`config.mk`:
```
export PLATFORM = sky130hd
export DESIGN_NAME = nmea_ubx_frame_receiver
export DESIGN_NICKNAME = d
export VERILOG_FILES = /design/src/nubx_pkg.sv /design/src/nubx_in_stage.sv /design/src/nubx_parser.sv /design/src/nubx_out_reg.sv /design/src/nmea_ubx_frame_receiver.sv
export SDC_FILE = /design/constraint.sdc
export NUM_CORES = 1
export LEC_CHECK = 0
export ABC_AREA = 1
export BUFFER_PORTS_ARGS = -buffer_cell sky130_fd_sc_hd__buf_2
export CAP_MARGIN = 20
export CORE_MARGIN = 3
export CORE_UTILIZATION = 39
export DETAILED_ROUTE_END_ITERATION = 8
export PLACE_DENSITY = 0.55
export SLEW_MARGIN = 20
export SYNTH_ARGS = -nofsm -noshare
export SYNTH_HDL_FRONTEND = slang
export SYNTH_SLANG_ARGS = --single-unit
```
`constraint.sdc`:
```
create_clock -name clk -period 3.2 [get_ports clk]
set_input_delay 0.32 -clock clk [delete_from_list [all_inputs] [get_ports clk]]
set_output_delay 0.32 -clock clk [all_outputs]
set_load 0.05 [all_outputs]
```
`src/nubx_pkg.sv`:
```
// Shared types and constants for the NMEA/UBX frame receiver.
`default_nettype none
package nubx_pkg;

  // Parser phase
  typedef enum logic [2:0] {
    PH_WAIT    = 3'd0,
    PH_NMEA    = 3'd1,
    PH_SYNC2   = 3'd2,
    PH_HEADER  = 3'd3,
    PH_PAYLOAD = 3'd4
  } phase_t;

  // Event code reported with every byte
  typedef enum logic [2:0] {
    EV_IGNORED  = 3'd0,
    EV_NMEA     = 3'd1,
    EV_NMEA_END = 3'd2,
    EV_UBX      = 3'd3,
    EV_UBX_END  = 3'd4,
    EV_OVERFLOW = 3'd5
  } event_t;

  localparam logic [7:0]  NMEA_START  = 8'h24;
  localparam logic [7:0]  NMEA_STOP   = 8'h2A;
  localparam logic [7:0]  SYNC1       = 8'hB5;
  localparam logic [7:0]  SYNC2       = 8'h62;
  localparam logic [7:0]  ACK_CLASS   = 8'h05;
  localparam logic [7:0]  ACK_ID      = 8'h01;
  localparam logic [16:0] HEADER_LEN  = 17'd6;
  localparam logic [16:0] OVERHEAD    = 17'd8;
  localparam logic [15:0] POS_CLASS   = 16'd2;
  localparam logic [15:0] POS_ID      = 16'd3;
  localparam logic [15:0] POS_LEN_LO  = 16'd4;
  localparam logic [15:0] MAX_FRAME_RESET = 16'd120;

  // One result item
  typedef struct packed {
    event_t      event_res;
    logic [7:0]  data;
    logic [15:0] position;
    logic [7:0]  frame_class;
    logic [7:0]  frame_id;
    logic        checksum_ok;
    logic        is_ack;
  } result_t;

endpackage
`default_nettype wire

```
`src/nubx_in_stage.sv`:
```
// Input register stage holding one received byte until the parser takes it.
`default_nettype none
module nubx_in_stage (
  input  wire logic       clk,
  input  wire logic       rst_n,
  input  wire logic       in_tvalid,
  output logic            in_tready,
  input  wire logic [7:0] in_tdata,
  input  wire logic       advance,
  output logic            byte_valid,
  output logic [7:0]      byte_data
);

  logic       valid_r;
  logic       valid_nxt;
  logic [7:0] byte_r;

  // Free slot when empty or when the held byte moves on this cycle
  assign in_tready  = !valid_r || advance;
  assign byte_valid = valid_r;
  assign byte_data  = byte_r;

  always_comb begin
    valid_nxt = valid_r;
    if (in_tvalid && in_tready) begin
      valid_nxt = 1'b1;
    end else if (advance) begin
      valid_nxt = 1'b0;
    end
  end

  // Hold the valid flag
  always_ff @(posedge clk) begin
    if (!rst_n) begin
      valid_r <= 1'b0;
    end else begin
      valid_r <= valid_nxt;
    end
  end

  // Capture the byte on each input transfer
  always_ff @(posedge clk) begin
    if (in_tvalid && in_tready) begin
      byte_r <= in_tdata;
    end
  end

endmodule
`default_nettype wire

```
`src/nubx_parser.sv`:
```
// Frame parser state, checksum sums and per-byte result logic.
`default_nettype none
module nubx_parser (
  input  wire logic              clk,
  input  wire logic              rst_n,
  input  wire logic              cfg_wen,
  input  wire logic [15:0]       cfg_wdata,
  input  wire logic              advance,
  input  wire logic [7:0]        rx_byte,
  output nubx_pkg::result_t      result
);
  import nubx_pkg::*;

  logic [15:0] max_frame_r;
  phase_t      phase_r, phase_nxt;
  logic [15:0] count_r, count_nxt;
  logic [15:0] plen_r, plen_nxt;
  logic [7:0]  class_r, class_nxt;
  logic [7:0]  id_r, id_nxt;
  logic [7:0]  sum_a_r, sum_a_nxt;
  logic [7:0]  sum_b_r, sum_b_nxt;
  logic [7:0]  rx_sum_a_r, rx_sum_a_nxt;

  logic [7:0]  add_a;
  logic [7:0]  add_b;
  logic [15:0] count_inc;
  logic [15:0] plen_hdr;
  logic [16:0] frame_need;
  logic [16:0] body_end;
  logic        p_over;

  // Fletcher-8 step and shared compares
  assign add_a      = sum_a_r + rx_byte;
  assign add_b      = sum_b_r + add_a;
  assign count_inc  = count_r + 16'd1;
  assign plen_hdr   = {rx_byte, plen_r[7:0]};
  assign frame_need = {1'b0, plen_hdr} + OVERHEAD;
  assign body_end   = {1'b0, plen_r} + HEADER_LEN;
  assign p_over     = (count_r >= max_frame_r);

  always_comb begin
    phase_nxt    = phase_r;
    count_nxt    = count_r;
    plen_nxt     = plen_r;
    class_nxt    = class_r;
    id_nxt       = id_r;
    sum_a_nxt    = sum_a_r;
    sum_b_nxt    = sum_b_r;
    rx_sum_a_nxt = rx_sum_a_r;
    result             = '0;
    result.event_res   = EV_IGNORED;
    result.data        = rx_byte;

    case (phase_r)
      PH_WAIT: begin
        if (rx_byte == NMEA_START) begin
          phase_nxt = PH_NMEA;
          count_nxt = '0;
        end else if (rx_byte == SYNC1) begin
          if (max_frame_r == '0) begin
            result.event_res = EV_OVERFLOW;
          end else begin
            result.event_res = EV_UBX;
            phase_nxt        = PH_SYNC2;
            count_nxt        = 16'd1;
          end
        end
      end
      PH_NMEA: begin
        result.position = count_r;
        if (rx_byte == NMEA_STOP) begin
          result.event_res = EV_NMEA_END;
          phase_nxt        = PH_WAIT;
          count_nxt        = '0;
        end else if (p_over) begin
          result.event_res = EV_OVERFLOW;
          phase_nxt        = PH_WAIT;
          count_nxt        = '0;
        end else begin
          result.event_res = EV_NMEA;
          count_nxt        = count_inc;
        end
      end
      PH_SYNC2: begin
        if (rx_byte == SYNC2 && !p_over) begin
          result.event_res = EV_UBX;
          result.position  = count_r;
          phase_nxt        = PH_HEADER;
          count_nxt        = count_inc;
          sum_a_nxt        = '0;
          sum_b_nxt        = '0;
        end else if (rx_byte == SYNC2) begin
          result.event_res = EV_OVERFLOW;
          result.position  = count_r;
          phase_nxt        = PH_WAIT;
          count_nxt        = '0;
        end else begin
          // Wrong second sync: drop back to waiting
          phase_nxt = PH_WAIT;
          count_nxt = '0;
        end
      end
      PH_HEADER: begin
        result.position = count_r;
        if (p_over) begin
          result.event_res = EV_OVERFLOW;
          phase_nxt        = PH_WAIT;
          count_nxt        = '0;
        end else begin
          sum_a_nxt        = add_a;
          sum_b_nxt        = add_b;
          result.event_res = EV_UBX;
          count_nxt        = count_inc;
          if (count_r == POS_CLASS) begin
            class_nxt = rx_byte;
          end else if (count_r == POS_ID) begin
            id_nxt = rx_byte;
          end else if (count_r == POS_LEN_LO) begin
            plen_nxt = {8'd0, rx_byte};
          end else begin
            plen_nxt = plen_hdr;
            if (frame_need > {1'b0, max_frame_r}) begin
              result.event_res = EV_OVERFLOW;
              phase_nxt        = PH_WAIT;
              count_nxt        = '0;
            end else begin
              phase_nxt = PH_PAYLOAD;
            end
          end
        end
      end
      PH_PAYLOAD: begin
        result.position = count_r;
        if ({1'b0, count_r} < body_end) begin
          sum_a_nxt        = add_a;
          sum_b_nxt        = add_b;
          result.event_res = EV_UBX;
          count_nxt        = count_inc;
        end else if ({1'b0, count_r} == body_end) begin
          rx_sum_a_nxt     = rx_byte;
          result.event_res = EV_UBX;
          count_nxt        = count_inc;
        end else begin
          result.event_res   = EV_UBX_END;
          result.frame_class = class_r;
          result.frame_id    = id_r;
          result.checksum_ok = (rx_sum_a_r == sum_a_r) && (rx_byte == sum_b_r);
          result.is_ack      = (class_r == ACK_CLASS) && (id_r == ACK_ID);
          phase_nxt          = PH_WAIT;
          count_nxt          = '0;
        end
      end
      default: begin
        phase_nxt = PH_WAIT;
        count_nxt = '0;
      end
    endcase
  end

  // Frame length limit register
  always_ff @(posedge clk) begin
    if (!rst_n) begin
      max_frame_r <= MAX_FRAME_RESET;
    end else if (cfg_wen) begin
      max_frame_r <= cfg_wdata;
    end
  end

  // Commit parser state when a byte moves to the result register
  always_ff @(posedge clk) begin
    if (!rst_n) begin
      phase_r    <= PH_WAIT;
      count_r    <= '0;
      plen_r     <= '0;
      class_r    <= '0;
      id_r       <= '0;
      sum_a_r    <= '0;
      sum_b_r    <= '0;
      rx_sum_a_r <= '0;
    end else if (advance) begin
      phase_r    <= phase_nxt;
      count_r    <= count_nxt;
      plen_r     <= plen_nxt;
      class_r    <= class_nxt;
      id_r       <= id_nxt;
      sum_a_r    <= sum_a_nxt;
      sum_b_r    <= sum_b_nxt;
      rx_sum_a_r <= rx_sum_a_nxt;
    end
  end

endmodule
`default_nettype wire

```
`src/nubx_out_reg.sv`:
```
// Result register driving the output stream.
`default_nettype none
module nubx_out_reg (
  input  wire logic              clk,
  input  wire logic              rst_n,
  input  wire logic              byte_valid,
  input  wire nubx_pkg::result_t result,
  output logic                   advance,
  output logic                   out_tvalid,
  input  wire logic              out_tready,
  output logic [47:0]            out_tdata,
  output logic [2:0]             out_tuser
);
  import nubx_pkg::*;

  logic    valid_r;
  logic    valid_nxt;
  result_t res_r;

  // Move a byte on when the result slot is free or being drained
  assign advance = byte_valid && (!valid_r || out_tready);

  always_comb begin
    valid_nxt = valid_r;
    if (advance) begin
      valid_nxt = 1'b1;
    end else if (out_tready) begin
      valid_nxt = 1'b0;
    end
  end

  always_ff @(posedge clk) begin
    if (!rst_n) begin
      valid_r <= 1'b0;
    end else begin
      valid_r <= valid_nxt;
    end
  end

  // Load the result payload
  always_ff @(posedge clk) begin
    if (advance) begin
      res_r <= result;
    end
  end

  assign out_tvalid = valid_r;
  assign out_tuser  = res_r.event_res;
  assign out_tdata  = {6'd0, res_r.is_ack, res_r.checksum_ok, res_r.frame_id,
                       res_r.frame_class, res_r.position, res_r.data};

endmodule
`default_nettype wire

```
`src/nmea_ubx_frame_receiver.sv`:
```
// Top level of the NMEA/UBX frame receiver.
//
//   channel | direction | payload
//   in_     | slave     | tdata[7:0] received byte
//   out_    | master    | tuser event code; tdata byte, position, class, id, flags
//   cfg_    | write     | wdata[15:0] longest accepted frame in bytes
//
// Each byte passes through the input register and then the result register
// between input transfer and result. A byte can be taken every cycle while the
// output is not stalled. The parser state updates in one pass when a byte moves
// to the result register. Reset clears the parser and sets the frame limit to 120.
// A stalled output holds the result and one more byte in the input register.
`default_nettype none
module nmea_ubx_frame_receiver (
  input  wire logic        clk,
  input  wire logic        rst_n,
  input  wire logic        in_tvalid,
  output logic             in_tready,
  input  wire logic [7:0]  in_tdata,   // [7:0] rx_byte
  output logic             out_tvalid,
  input  wire logic        out_tready,
  output logic [47:0]      out_tdata,  // [7:0] data, [23:8] position, [31:24] frame_class,
                                       // [39:32] frame_id, [40] checksum_ok, [41] is_ack
  output logic [2:0]       out_tuser,  // [2:0] event_res
  input  wire logic        cfg_wen,
  input  wire logic [15:0] cfg_wdata   // [15:0] max_frame_bytes
);
  import nubx_pkg::*;

  logic       advance;
  logic       byte_valid;
  logic [7:0] byte_data;
  result_t    result;

  nubx_in_stage u_in (
    .clk        (clk),
    .rst_n      (rst_n),
    .in_tvalid  (in_tvalid),
    .in_tready  (in_tready),
    .in_tdata   (in_tdata),
    .advance    (advance),
    .byte_valid (byte_valid),
    .byte_data  (byte_data)
  );

  nubx_parser u_parser (
    .clk       (clk),
    .rst_n     (rst_n),
    .cfg_wen   (cfg_wen),
    .cfg_wdata (cfg_wdata),
    .advance   (advance),
    .rx_byte   (byte_data),
    .result    (result)
  );

  nubx_out_reg u_out (
    .clk        (clk),
    .rst_n      (rst_n),
    .byte_valid (byte_valid),
    .result     (result),
    .advance    (advance),
    .out_tvalid (out_tvalid),
    .out_tready (out_tready),
    .out_tdata  (out_tdata),
    .out_tuser  (out_tuser)
  );

endmodule
`default_nettype wire
```
* Word-level counts from Yosys, hierarchy flattened
Cells that the tools add are included. Widths: inputs -> output; s select.
Operators by class: $add $sub $neg 5, magnitude comparators 3, equality and inequality tests 27, mux-type cells 58, bitwise logic cells 5, reductions and logical operators 25
Operator list (number):
- $mux 16 | 16
- $pmux 16 s5 | 1
- $mux 3 | 26
- $pmux 8 s3 | 2
- $mux 8 | 5
- $eq 16x2->1 const B | 2
- $pmux 16 s2 | 1
- $pmux 3 s5 | 2
- $add 16x3->17 const B | 1
- $add 16x4->17 const B | 1
- $eq 16x17->1 | 1
- $gt 17x16->1 | 1
- $lt 16x17->1 | 1
- $add 16x1->16 const B | 1
- $add 8x8->8 | 2
- $eq 16x3->1 const B | 1
- $eq 8x6->1 const B | 2
- $eq 8x8->1 | 2
- $ge 16x16->1 | 1
- $logic_not 16->1 | 1
- $reduce_and 5->1 | 3
- $ne 3x2->1 const B | 4
- $reduce_and 9->1 | 1
- $eq 8x1->1 const B | 1
- other kinds (22) | 44
Storage, ports and cells: register bits 146, bits of input ports 29, output and inout bits 53, logic and storage cells 143

* Logic depth before layout (Yosys ltp)
word-level depth 8, gate-level depth with buffers 24, depth with buffers taken out 23

* By module
A second synthesis with hierarchy kept.
Unflattened totals: cell total of the unflattened synthesis 1105, area total of the unflattened synthesis 8874.8 um^2
By module, submodules not included:
- nubx_parser | times used 1, cells each 1031, area each 7131.8 um^2, seq. area each 1821.7 um^2
- nubx_out_reg | times used 1, cells each 59, area each 1451.4 um^2, seq. area each 1371.3 um^2
- nubx_in_stage | times used 1, cells each 15, area each 291.5 um^2, seq. area each 260.2 um^2

* Least setup slack after synthesis
No wires, ideal clock.
kind register -> register, from reg u_parser.plen_r[1], to reg u_out.res_r, in the netlist u_out.out_tdata[27] (data pin), library setup time 0.256 ns, arrival time 2.701 ns, required time 2.944 ns, slack 0.244 ns, stages on the path, launching flop included 15, path buffers 1, period minus slack after synthesis 2.956 ns, cells stage by stage dfxtp_1 -> inv_1 -> ha_1 -> nor3_1 -> nand3_1 -> nor2_1 -> nand3_1 -> xor2_1 -> ha_1 -> nand4_1 -> nor4_1 -> nand2_1 -> nand3_2 -> buf_2 -> nor2_1
On the way: cells in the longest elaborated chain, start to end 3, elaborated cells between the ends (all ways) 4, those cells by class add/sub: 1; order compare: 1; eq/ne: 1; reduce/logical: 1
Ends and longest elaborated chain:
- start, declared | RTL line nubx_parser.sv:17 | logic [15:0] plen_r, plen_nxt;
- start signal, assigned | RTL line nubx_parser.sv:183 | plen_r <= plen_nxt;
- $add 16x3->17 * | RTL line nubx_parser.sv:38 | assign body_end = {1'b0, plen_r} + HEADER_LEN;
- $lt 16x17->1 / $eq 16x17->1 (equally long branches) | RTL line nubx_parser.sv:134, nubx_parser.sv:139
- $reduce_or 3->1 (no line) *
- end signal, assigned | RTL line nubx_out_reg.sv:43 | res_r <= result;
- end, declared | RTL line nubx_out_reg.sv:18 | result_t res_r;
Mark *: on every way between the ends. The rest lies on a longest branch, timed or not. A chain may end at the register's enable or synchronous reset.

* Worst setup path in the final report
from reg u_in.byte_r[0], in the netlist u_in.byte_data[0], to reg u_parser.sum_b_r[7]
On the way: cells in the longest elaborated chain, start to end 4, elaborated cells between the ends (all ways) 9, those cells by class add/sub: 2; eq/ne: 2; mux: 3; reduce/logical: 2
Ends and longest elaborated chain:
- start, declared | RTL line nubx_in_stage.sv:16 | logic [7:0] byte_r;
- start signal, assigned | RTL line nubx_in_stage.sv:44 | byte_r <= in_tdata;
- $add 8x8->8 / $eq 8x7->1 (equally long branches) | RTL line nubx_parser.sv:33, nubx_parser.sv:85
- $add 8x8->8 / $logic_and 1x1->1 (equally long branches) | RTL line nubx_parser.sv:34, nubx_parser.sv:85
- $mux 8, or another cell as far along | RTL line nubx_parser.sv:134 | if ({1'b0, count_r} < body_end) begin
- $pmux 8 s3 / $reduce_and 5->1 (equally long branches)
- end signal, assigned | RTL line nubx_parser.sv:187 | sum_b_r <= sum_b_nxt;
- end, declared | RTL line nubx_parser.sv:21 | logic [7:0] sum_b_r, sum_b_nxt;
Several ways; a longest one is shown, not always the timed one. The select of a mux whose other input is x is not followed.

==> flow_summary.ini <==
[synthesis]
ys_ff_latch = 146
yosys-top-cells-count = nand2_1 (200), inv_1 (151), nor2_1 (116), a21oi_1 (99), dfxtp_1 (93)
yosysTopAreaCell = dfxtp_1
netlist_area_mm2 = 0.00893
synth_top_area_share_pct = 20.9
async_flop_share_pct = 0
synth-simple-area-share_pct = 25.5
ys_types = 50
synth_top_family_by_area = simple AND/OR/NAND/NOR gates
synth_fa_ha_area_share_pct = 9.84
synth-seq-area-share_pct = 38.7
synth_warnings = 0
ys_top_cells_by_area = dfxtp_1 (21%), edfxtp_1 (18%), ha_1 (9.4%)
synth_area_per_cell_um2 = 7.87
synth_cells = 1134
synth_compound_area_share_pct = 12.2
synth-edff-count = 53
synth-xor-area-share_pct = 4.22
ys.flop_type = dfxtp_1
synth_mux_area_share_pct = 0
synth_most_common_cell = nand2_1

[place]
dp.final_hpwl_um = 18600
gp_congestion = 0.894
dp.cells = 1500
place_area_mm2 = 0.00982
io_buffers = 75
dp_slack_ns = 0.0498

[finish]
fin_area_mm2 = 0.0105
drive_gt1_share_pct = 19.4
ff_latch_area_mm2 = 0.00345
n_antenna_cell = 0
fin_nets = 1340
fin_cells = 1535
fillers = 2209
areaGrowthSynthToFinish_pct = 17.8
multi_input_area_mm2 = 0.00477

[clock_network]
clockBufferDepth = 2
clockRootBuffer = clkbuf_16
cts_tree = done
cts_buffers = 17
clkLatencyLatePin_ns = 0.43
cts_max_level = 4
clk_transition_reported_paths_ns = 0.07
cts_sinks = 146

[sta]
rsz0062_at_grt = yes
hold_ws_ns = 0.0648
skew_ns = 0.0109
fin_ws_ns = 0.218
fin_crit_sh_pct = 93.2
final-setup-viol-count = 0
finalHoldViolations = 0
fin_crit_ns = 2.98
max_freq_mhz = 335
worst_slew_pin_slew_ns = 0.808
finalMaxSlewViolations = 0
relSlewSlack_pct = 45.9

[critical_path]
cp.arrival_ns = 3.31
crit_buf_inv = 1
start_kind = flip-flop
criticalPathCategory = reg -> reg
crit_cells = 13
crit_end = u_parser.sum_b_r[7]
crit_fanout = 6
crit_start = u_in.byte_data[0]
cp-end-kind = flip-flop
rr_startpoint = u_in.byte_data[0]
slowest_delay_ns = 0.43
worst-r2r-setup-slack_ns = 0.22
critPathTopFamily = adder cells
reg2reg_depth = 13
cp_cell_sequence = ha_1 -> fa_1 -> a31oi_1 -> xor2_1 -> inv_1 -> ha_1 -> a21oi_1 -> o311ai_1 -> xor2_1 -> xor2_1 -> nor2_1 -> nor2_1 -> nor2_1
critPathSlowestCell = edfxtp_1
required_ns = 3.53
r2r_end = u_parser.sum_b_r[7]

[global_route]
grt_max_degree = 53
antenna_found_initial = 0
grt_use_total_pct = 20.5
grt_overflow = 0
grt_pass1_wl_um = 39500
grt_pass1_vias = 7200

[min_path]
min_path_type = in -> reg

[detailed_routing]
via_per_inst = 5.03
routed_wl_um = 25000
via_count = 7720
firstDrtPassIters = 5
wl_per_cell_um = 16.3
drc_errors = 0
drt_iter0_markers = 527
ant_nets = 0

[outcome]
status = completed

[power_and_ir_drop]
p_leak_nw = 4.69
ir_worst_vdd_v = 0.000288
power.density_mw_per_mm2 = 415

[floorplan]
dieWidth_um = 157
core_mm2 = 0.0222
die_height_um = 157
num_rows = 54
io_pins = 82
start_util_pct = 40.3
dieArea_mm2 = 0.0247

[run]
max_cap_violations = 0
logic make-up after synthesis:
kind of cell	Yosys count
fa+ha+maj	69
buf+inv	204
flops	146
simple gates	473
other cells	1
compound gates	198
xor+xnor	43
power breakdown:
part / total, mW / switching [mW] / internal [mW]
Sequential: 1.99 / 0.0246 / 1.97
Clock: 1.91 / 0.889 / 1.02
Combinational: 0.460 / 0.337 / 0.123
what timing repair did:
action	in CTS	in global routing
buffers inserted	0	2
resized for setup	0	27
setup endpoints to repair	0	64
hold buffers	0	0
cells in the final DEF, fill, tap and decap left out, types with 6 or more instances in the layout:
master	Yosys	layout
a21oi_2	11	12
conb_1	1	6
nor2_4	4	6
dfxtp_1	93	93
buf_2	12	75
inv_1	151	149
clkbuf_16	0	17
a22oi_1	8	8
edfxtp_1	53	53
nand3_2	13	20
inv_2	10	12
nor2_1	116	112
ha_1	67	66
o21ai_0	62	62
nor3_1	25	23
nand2_1	200	196
nor4_1	10	10
a21oi_1	99	98
xor2_1	40	40
nand2_2	7	11
nand4_1	35	35
nand3_1	40	32
buf_4	13	48
sequential cells by signal (all words and copies together) (netlist names):
signal / count
u_out.out_tdata: 42
u_parser.count_r: 16
u_parser.max_frame_r: 16
u_parser.plen_r: 16
u_in.byte_data: 8
u_parser.class_r: 8
u_parser.id_r: 8
u_parser.rx_sum_a_r: 8
u_parser.sum_a_r: 8
u_parser.sum_b_r: 8
u_out.out_tuser: 3
u_parser.phase_r: 3
u_in.byte_valid: 1
u_out.out_tvalid: 1
stage by stage:
| step | power [mW] | setup TNS (ns) | util (%) |
|---|---|---|---|
| after global placement | 2.48 | 0 | 44.3 |
| final | 4.36 | 0 | 47.4 |
| after CTS | 4.39 | 0 | 46.8 |
| after detailed placement | 2.49 | 0 | 44.3 |
| after global routing | 4.53 | -0.0446 | 47.4 |
| after floorplan | 2.36 | 0 | - |
how the worst min path moves through the flow:
stage          slack (ns)              startpoint  cells after the start                     end
2_1_floorplan        0.42             in_tdata[0]                      0       u_in.byte_data[0]
3_3_place_gp         0.44  u_parser.rx_sum_a_r[2]                      2  u_parser.rx_sum_a_r[2]
3_5_place_dp         0.45  u_parser.rx_sum_a_r[2]                      2  u_parser.rx_sum_a_r[2]
4_1_cts              0.05             in_tdata[5]                      1       u_in.byte_data[5]
5_1_grt              0.05             in_tdata[2]                      1       u_in.byte_data[2]
6_report             0.06             in_tdata[5]                      1       u_in.byte_data[5]
worst reg2reg max path: stages, from the launching register on:
cell and delay (ns):
edfxtp_1 0.43, ha_1 0.27, fa_1 0.43, a31oi_1 0.20, xor2_1 0.17, inv_1 0.07
ha_1 0.36, a21oi_1 0.09, o311ai_1 0.28, xor2_1 0.21, xor2_1 0.16, nor2_1 0.05
nor2_1 0.10, nor2_1 0.05
final cells by class:
type,instances,area share [%]
well taps,280,3.33
repair buffers,125,7.38
inverters,162,5.79
clock buffers,18,4.08
clock inverters,14,1.18
multi-input cells,790,45.4
flip-flops and latches,146,32.9
routing by layer:
metal	GRT usage, %	share of wire (%)	up-vias
met3	2.72	4.0	29
li1	-	-	3984
met5	0	0	-
met4	5.74	1.6	0
met2	31.8	45	184
met1	29.9	50	3523
Note: power is estimated with default switching activity, not from simulation.
